$ cat config.mk
export PLATFORM = sky130hd
export DESIGN_NAME = command_frame_stuffing_encoder
export DESIGN_NICKNAME = d
export VERILOG_FILES = /design/src/sv/cfse_pkg.sv /design/src/sv/cfse_front.sv /design/src/sv/cfse_queue.sv /design/src/sv/cfse_back.sv /design/src/sv/command_frame_stuffing_encoder.sv
export SDC_FILE = /design/constraint.sdc
export NUM_CORES = 1
export LEC_CHECK = 0
export ABC_AREA = 0
export BUFFER_PORTS_ARGS = -buffer_cell sky130_fd_sc_hd__buf_2
export CAP_MARGIN = 5
export CORE_MARGIN = 5
export CORE_UTILIZATION = 55
export CTS_CLUSTER_DIAMETER = 60
export CTS_CLUSTER_SIZE = 25
export DETAILED_ROUTE_END_ITERATION = 8
export GPL_TIMING_DRIVEN = 0
export MAX_ROUTING_LAYER = met4
export PLACE_DENSITY_LB_ADDON = 0.15
export SLEW_MARGIN = 20
export SYNTH_ARGS = -nofsm -noshare
export SYNTH_HDL_FRONTEND = slang
export SYNTH_SLANG_ARGS = --single-unit
export TNS_END_PERCENT = 100
$ cat constraint.sdc
create_clock -name aclk -period 4.77 [get_ports aclk]
set_input_delay 0 -clock aclk [delete_from_list [all_inputs] [get_ports aclk]]
set_output_delay 0 -clock aclk [all_outputs]
set_load 0.01 [all_outputs]
$ cat src/sv/cfse_pkg.sv
// ----------------------------------------------------------------------------
// cfse_pkg
// Types and constants shared by the command frame stuffing encoder.
// ----------------------------------------------------------------------------
`default_nettype none

package cfse_pkg;

    localparam logic [7:0]  START_BYTE_0 = 8'hAA;
    localparam logic [7:0]  START_BYTE_1 = 8'hBB;
    localparam logic [7:0]  STUFF_BYTE   = 8'h00;
    localparam logic [7:0]  ZERO_BYTE    = 8'h00;
    localparam logic [15:0] LEN_OFFSET   = 16'd5;

    localparam logic MODE_START = 1'b0;
    localparam logic MODE_DATA  = 1'b1;

    localparam int QUEUE_DEPTH = 4;
    localparam int QUEUE_AW    = $clog2(QUEUE_DEPTH);

    typedef enum logic {
        JOB_HDR,
        JOB_DATA
    } job_kind_t;

    typedef struct packed {
        logic        mode;
        logic [15:0] cmd_code;
        logic [15:0] payload_len;
        logic [7:0]  data_byte;
    } in_item_t;

    typedef struct packed {
        logic [7:0] out_byte;
        logic       frame_end;
    } out_item_t;

    typedef struct packed {
        job_kind_t   kind;
        logic [15:0] len_field;
        logic [15:0] cmd_code;
        logic [7:0]  data_byte;
        logic [7:0]  check_byte;
        logic        last;
    } job_t;

    typedef struct packed {
        logic not_full;
        logic not_empty;
    } queue_stat_t;

endpackage

`default_nettype wire

$ cat src/sv/cfse_front.sv
// ----------------------------------------------------------------------------
// cfse_front
// Accepts input items, tracks the open frame and the running check byte,
// and hands one job per producing item to the queue.
// ----------------------------------------------------------------------------
`default_nettype none

module cfse_front (
    input  wire logic              aclk,
    input  wire logic              aresetn,
    input  wire logic              s_valid,
    output logic                   s_ready,
    input  wire cfse_pkg::in_item_t s_item,
    input  wire cfse_pkg::queue_stat_t q_stat,
    output logic                   push,
    output cfse_pkg::job_t         push_job
);

    logic [15:0] bytes_left_reg, bytes_left_next;
    logic [7:0]  check_acc_reg, check_acc_next;
    logic        frame_open_reg, frame_open_next;

    logic        accept;
    logic [15:0] len_field;
    logic [7:0]  hdr_check;
    logic [7:0]  data_check;
    logic [15:0] left_dec;

    assign s_ready = q_stat.not_full;
    assign accept  = s_valid && s_ready;

    assign len_field  = s_item.payload_len + cfse_pkg::LEN_OFFSET;
    assign hdr_check  = len_field[15:8] ^ s_item.cmd_code[7:0] ^ s_item.cmd_code[15:8];
    assign data_check = check_acc_reg ^ s_item.data_byte;
    assign left_dec   = bytes_left_reg - 16'd1;

    always_comb begin
        bytes_left_next = bytes_left_reg;
        check_acc_next  = check_acc_reg;
        frame_open_next = frame_open_reg;
        push            = 1'b0;
        push_job.kind       = cfse_pkg::JOB_HDR;
        push_job.len_field  = len_field;
        push_job.cmd_code   = s_item.cmd_code;
        push_job.data_byte  = s_item.data_byte;
        push_job.check_byte = hdr_check;
        push_job.last       = 1'b0;
        if (accept) begin
            if (s_item.mode == cfse_pkg::MODE_START) begin
                push            = 1'b1;
                push_job.last   = (s_item.payload_len == 16'd0);
                bytes_left_next = s_item.payload_len;
                frame_open_next = (s_item.payload_len != 16'd0);
                check_acc_next  = (s_item.payload_len == 16'd0) ? 8'd0 : hdr_check;
            end else if (frame_open_reg) begin
                push                = 1'b1;
                push_job.kind       = cfse_pkg::JOB_DATA;
                push_job.check_byte = data_check;
                push_job.last       = (left_dec == 16'd0);
                bytes_left_next     = left_dec;
                frame_open_next     = (left_dec != 16'd0);
                check_acc_next      = (left_dec == 16'd0) ? 8'd0 : data_check;
            end
        end
    end

    always_ff @(posedge aclk) begin
        if (!aresetn) begin
            bytes_left_reg <= '0;
            check_acc_reg  <= '0;
            frame_open_reg <= 1'b0;
        end else begin
            bytes_left_reg <= bytes_left_next;
            check_acc_reg  <= check_acc_next;
            frame_open_reg <= frame_open_next;
        end
    end

endmodule

`default_nettype wire

$ cat src/sv/cfse_queue.sv
// ----------------------------------------------------------------------------
// cfse_queue
// Short job queue between the front and the back.
// ----------------------------------------------------------------------------
`default_nettype none

module cfse_queue (
    input  wire logic             aclk,
    input  wire logic             aresetn,
    input  wire logic             push,
    input  wire cfse_pkg::job_t   push_job,
    input  wire logic             pop,
    output cfse_pkg::job_t        head_job,
    output cfse_pkg::queue_stat_t q_stat
);

    cfse_pkg::job_t entry_reg [cfse_pkg::QUEUE_DEPTH];

    logic [cfse_pkg::QUEUE_AW-1:0] wr_ptr_reg, wr_ptr_next;
    logic [cfse_pkg::QUEUE_AW-1:0] rd_ptr_reg, rd_ptr_next;
    logic [cfse_pkg::QUEUE_AW:0]   count_reg, count_next;

    assign q_stat.not_full  = (count_reg != (cfse_pkg::QUEUE_AW+1)'(cfse_pkg::QUEUE_DEPTH));
    assign q_stat.not_empty = (count_reg != '0);
    assign head_job         = entry_reg[rd_ptr_reg];

    always_comb begin
        wr_ptr_next = push ? wr_ptr_reg + 1'b1 : wr_ptr_reg;
        rd_ptr_next = pop  ? rd_ptr_reg + 1'b1 : rd_ptr_reg;
        count_next  = count_reg;
        if (push && !pop) begin
            count_next = count_reg + 1'b1;
        end else if (!push && pop) begin
            count_next = count_reg - 1'b1;
        end
    end

    always_ff @(posedge aclk) begin
        if (push) begin
            entry_reg[wr_ptr_reg] <= push_job;
        end
    end

    always_ff @(posedge aclk) begin
        if (!aresetn) begin
            wr_ptr_reg <= '0;
            rd_ptr_reg <= '0;
            count_reg  <= '0;
        end else begin
            wr_ptr_reg <= wr_ptr_next;
            rd_ptr_reg <= rd_ptr_next;
            count_reg  <= count_next;
        end
    end

endmodule

`default_nettype wire

$ cat src/sv/cfse_back.sv
// ----------------------------------------------------------------------------
// cfse_back
// Walks the head job byte by byte into the output register.
// ----------------------------------------------------------------------------
`default_nettype none

module cfse_back (
    input  wire logic             aclk,
    input  wire logic             aresetn,
    input  wire cfse_pkg::job_t   head_job,
    input  wire cfse_pkg::queue_stat_t q_stat,
    output logic                  pop,
    output logic                  m_valid,
    input  wire logic             m_ready,
    output cfse_pkg::out_item_t   m_item
);

    logic [3:0]          step_reg, step_next;
    logic                m_valid_reg, m_valid_next;
    cfse_pkg::out_item_t m_item_reg;

    logic                load;
    logic                stuff;
    logic [3:0]          n_bytes;
    logic                final_step;
    logic [7:0]          cur_byte;

    assign stuff = (head_job.data_byte == cfse_pkg::START_BYTE_0);

    always_comb begin
        case (head_job.kind)
            cfse_pkg::JOB_HDR:  n_bytes = 4'd8 + {3'd0, head_job.last};
            cfse_pkg::JOB_DATA: n_bytes = 4'd1 + {3'd0, stuff} + {3'd0, head_job.last};
            default:            n_bytes = 4'd1;
        endcase
    end

    always_comb begin
        cur_byte = head_job.check_byte;
        case (head_job.kind)
            cfse_pkg::JOB_HDR: begin
                case (step_reg)
                    4'd0:    cur_byte = cfse_pkg::START_BYTE_0;
                    4'd1:    cur_byte = cfse_pkg::START_BYTE_1;
                    4'd2:    cur_byte = head_job.len_field[7:0];
                    4'd3:    cur_byte = head_job.len_field[15:8];
                    4'd4:    cur_byte = cfse_pkg::ZERO_BYTE;
                    4'd5:    cur_byte = cfse_pkg::ZERO_BYTE;
                    4'd6:    cur_byte = head_job.cmd_code[7:0];
                    4'd7:    cur_byte = head_job.cmd_code[15:8];
                    default: cur_byte = head_job.check_byte;
                endcase
            end
            cfse_pkg::JOB_DATA: begin
                case (step_reg)
                    4'd0:    cur_byte = head_job.data_byte;
                    4'd1:    cur_byte = stuff ? cfse_pkg::STUFF_BYTE : head_job.check_byte;
                    default: cur_byte = head_job.check_byte;
                endcase
            end
            default: cur_byte = head_job.check_byte;
        endcase
    end

    assign final_step = (step_reg == n_bytes - 4'd1);
    assign load       = q_stat.not_empty && (!m_valid_reg || m_ready);
    assign pop        = load && final_step;

    always_comb begin
        step_next    = step_reg;
        m_valid_next = m_valid_reg;
        if (m_ready) begin
            m_valid_next = 1'b0;
        end
        if (load) begin
            m_valid_next = 1'b1;
            step_next    = final_step ? 4'd0 : step_reg + 4'd1;
        end
    end

    always_ff @(posedge aclk) begin
        if (load) begin
            m_item_reg.out_byte  <= cur_byte;
            m_item_reg.frame_end <= final_step && head_job.last;
        end
    end

    always_ff @(posedge aclk) begin
        if (!aresetn) begin
            step_reg    <= '0;
            m_valid_reg <= 1'b0;
        end else begin
            step_reg    <= step_next;
            m_valid_reg <= m_valid_next;
        end
    end

    assign m_valid = m_valid_reg;
    assign m_item  = m_item_reg;

endmodule

`default_nettype wire

$ cat src/sv/command_frame_stuffing_encoder.sv
// ----------------------------------------------------------------------------
// command_frame_stuffing_encoder
// Serial command frame builder with 0xAA byte stuffing and XOR check byte.
//
//   channel  dir  payload     handshake
//   s_       in   in_item_t   s_valid / s_ready
//   m_       out  out_item_t  m_valid / m_ready
//
// the front takes one item per cycle while the four-entry job queue has room
// the back sends one byte per cycle while m_ready holds: a start item sends
// 8 or 9 bytes, a data item 1 to 3; the byte sequencer sets the sustained rate
// a data item with no open frame is taken and sends nothing
// aresetn clears frame state, queue and output valid; either side may stall
// ----------------------------------------------------------------------------
`default_nettype none

module command_frame_stuffing_encoder (
    input  wire logic               aclk,
    input  wire logic               aresetn,
    input  wire logic               s_valid,
    output logic                    s_ready,
    input  wire cfse_pkg::in_item_t s_item,
    output logic                    m_valid,
    input  wire logic               m_ready,
    output cfse_pkg::out_item_t     m_item
);

    cfse_pkg::queue_stat_t q_stat;
    cfse_pkg::job_t        push_job;
    cfse_pkg::job_t        head_job;
    logic                  push;
    logic                  pop;

    cfse_front u_front (
        .aclk     (aclk),
        .aresetn  (aresetn),
        .s_valid  (s_valid),
        .s_ready  (s_ready),
        .s_item   (s_item),
        .q_stat   (q_stat),
        .push     (push),
        .push_job (push_job)
    );

    cfse_queue u_queue (
        .aclk     (aclk),
        .aresetn  (aresetn),
        .push     (push),
        .push_job (push_job),
        .pop      (pop),
        .head_job (head_job),
        .q_stat   (q_stat)
    );

    cfse_back u_back (
        .aclk     (aclk),
        .aresetn  (aresetn),
        .head_job (head_job),
        .q_stat   (q_stat),
        .pop      (pop),
        .m_valid  (m_valid),
        .m_ready  (m_ready),
        .m_item   (m_item)
    );

endmodule

`default_nettype wire
==> reports/metrics.cfg <==
[job]
max_cap_violations=0

[setup_path]
critPathKind=register to register
path_delay_family=simple AND/OR/NAND/NOR gates
cp.arrival_ns=4.80
crit_fanout=5
cp_num_buf_inv=3
critPathLaunchType=register
cp_slowest_cell=mux4_1
crit_path_max_incr_delay_ns=0.62
crit_path_end_kind=register
cp.required_ns=5.20
crit_chain=buf_6 -> mux4_1 -> nand2b_4 -> nor4_4 -> inv_1 -> ha_1 -> xnor2_1 -> and3_1 -> o211a_2 -> o21ai_1 -> ha_1 -> inv_1 -> fa_1 -> xor2_1 -> or3_1 -> a21oi_1

[logic_synthesis]
synth_flop_cell=edfxtp_1
synthTopCellsByArea=edfxtp_1, mux4_2, dfxtp_1
async_reset_ff_share_pct=0
ys_warn_count=0
synth_seq_cells=248
syn-instance-count=778
synth.distinct_cells=78
synth_top_area_share_pct=55.3
yosys-top-cells-count=edfxtp_1, nand2_1, nor2_1
synth-edff-count=209
yosysMostFrequentCell=edfxtp_1
syn_area_per_cell_um2=14.6
synth-seq-area-share_pct=62.2
synth_area_um2=11300
synth_nets=838
yosysTopAreaCell=edfxtp_1

[detailed_routing]
via_count=7197
via_per_inst=6.12
drc=0
drt-pass1-iter-count=5
wl_per_cell_um=23.6
first_iter_violations=596
wl_um=27700
postRouteAntennaNets=0

[place]
gp_congestion=0.861
dp_slack_ns=0.427
post-dp-hpwl_um=19200
io_buffers=53

[global_routing]
grt_pass1_wl_um=42600
grt_pass1_vias=7315
overflow=0
grt_max_degree=44
antenna_found_initial=0
track_usage_pct=24.1

[die]
coreArea_um2=20300
ios=56
die-area_um2=23600
fp-row-count=52
die_h_um=154
start_util_pct=55.9
die_w_um=154

[clock_tree]
cts_buffers=18
tritoncts=built
cts.sinks=248
clk_latency_ns=0.51
cts_htree_levels=1
cts.path.max_buffers=3
cts.clk_slew.worst_paths_ns=0.09
cts_root_buf=clkbuf_16
cts_setup_buffers=0

[timing]
rsz0062_at_grt=no
maxSlewHeadroom_pct=29.6
setup_viol=0
period_minus_slack_ns=4.37
worst_pin_slew_ns=1.05
fin_tns_setup_ns=0
finalHoldViolCount=0
fmax_ghz=0.229
fin_ws_ns=0.401
finalMaxSlewViolations=0
timing.final.crit_share_pct=91.6
clock_skew_ns=0.0238

[finish]
syn_to_final_growth_pct=15.5
antennaDiodeCount=0
fill_cells=1510
final_layout_size_suffix_gt1_share_pct=21.0
nNetsFinal=955
largest_reg_flops=200

[power]
p_leak_nw=4.38
ir_drop_mv=0.291
switching_share_pct=31.3
switching_power_mw=1.87
power.density_nw_per_um2=456
p_int_mw=4.10
pwr-share-seq_pct=45.8
clkPwrFrac_pct=27.6
comb_power_share_pct=26.6

[min_path]
hold_class=primary input to register

[run_status]
status=complete, no violations

[cells by family (layout without fill, tap and decap cells)]
logic type / after synthesis / after routing / synth area share, %
and+or+nand+nor: 187 / 187 / 9.22
muxes: 66 / 66 / 11.5
buffers and inverters: 78 / 206 / 3.44
AOI/OAI and AO/OA: 135 / 135 / 8.14
DFF: 248 / 248 / 62.2
adders and majority gates: 15 / 15 / 1.72
xor gates and xnor gates: 49 / 49 / 3.78
[cell usage in the layout, fill, tap and decap left out, types with 9 or more instances in the layout]
cell and count:
inv_1 36, buf_2 62, mux4_2 47, nand3_1 10
dfxtp_1 39, ha_1 14, clkbuf_16 20, o22ai_1 11
mux2i_1 10, a21oi_1 28, nand2_1 57, o21ai_0 10
xor2_1 9, nor2_1 48, edfxtp_1 209, xnor2_1 40
a31oi_1 16, clkbuf_1 16, dlygate4sd3_1 39, o32ai_1 9
[layer usage]
metal  global-route usage [%]  vias to the layer above  part of all wire, %
li1                         -                     3257                    -
met4                     6.01                        0                  2.5
met5                        -                        -                    0
met1                     32.8                     3610                   41
met2                     38.5                      279                   49
met3                     3.99                       51                  6.6
[path summary, 6_finish.rpt]
path | slack (ns) | startpoint | cells past startpoint | end
max | 0.40 | register | 16 | u_queue.count_reg[2]
min | 0.04 | s_item[23] | 4 | u_front.bytes_left_reg[15]
max reg2reg | 0.40 | register | 16 | u_queue.count_reg[2]
min reg2reg | 0.49 | u_back.m_valid | 2 | u_back.m_valid
[through the flow]
stage               hold slack (ns)  util, %  power [mW]  std cells  instance area, um2
floorplan                    0.0989        -        3.82        778               11300
global placement              0.236     58.9        4.26       1101               12000
detailed placement            0.242     59.5        4.34       1106               12100
CTS                         0.00713     64.6        6.00       1176               13100
global route                 0.0303     64.6        6.25       1176               13100
finish                       0.0417     64.6        5.97       1176               13100
[power by group through the flow]
stage,Clock [mW],Sequential [mW],Combinational (mW)
floorplan,0,2.78,1.03
global placement,0,2.78,1.48
detailed placement,0,2.78,1.56
CTS,1.68,2.73,1.59
global route,1.77,2.75,1.72
finish,1.65,2.73,1.59
[area by class of cell]
class | instances | area [um2] | share of cell area (%)
sequential | 248 | 7060 | 53.8
multi-input combinational | 452 | 3920 | 29.9
timing repair buffer | 97 | 777 | 5.93
clock buffer | 20 | 500 | 3.82
tap | 270 | 338 | 2.58
buffer | 41 | 251 | 1.92
inverter | 37 | 139 | 1.06
clock inverter | 11 | 135 | 1.03
[what timing repair did]
item / 4_1_cts / 5_1_grt
hold buffers: 39 / 0
gates resized for setup: 0 / 0
hold endpoints to repair: 143 / 0
endpoints found under the setup margin: 0 / 0
[worst min-delay path: cells and delay by family]
kind | cells | cell delay [ns]
simple gates | 1 | 0.14
compound gates | 2 | 0.23
buf+inv | 1 | 0.13
(Power assumes the default switching activity.)
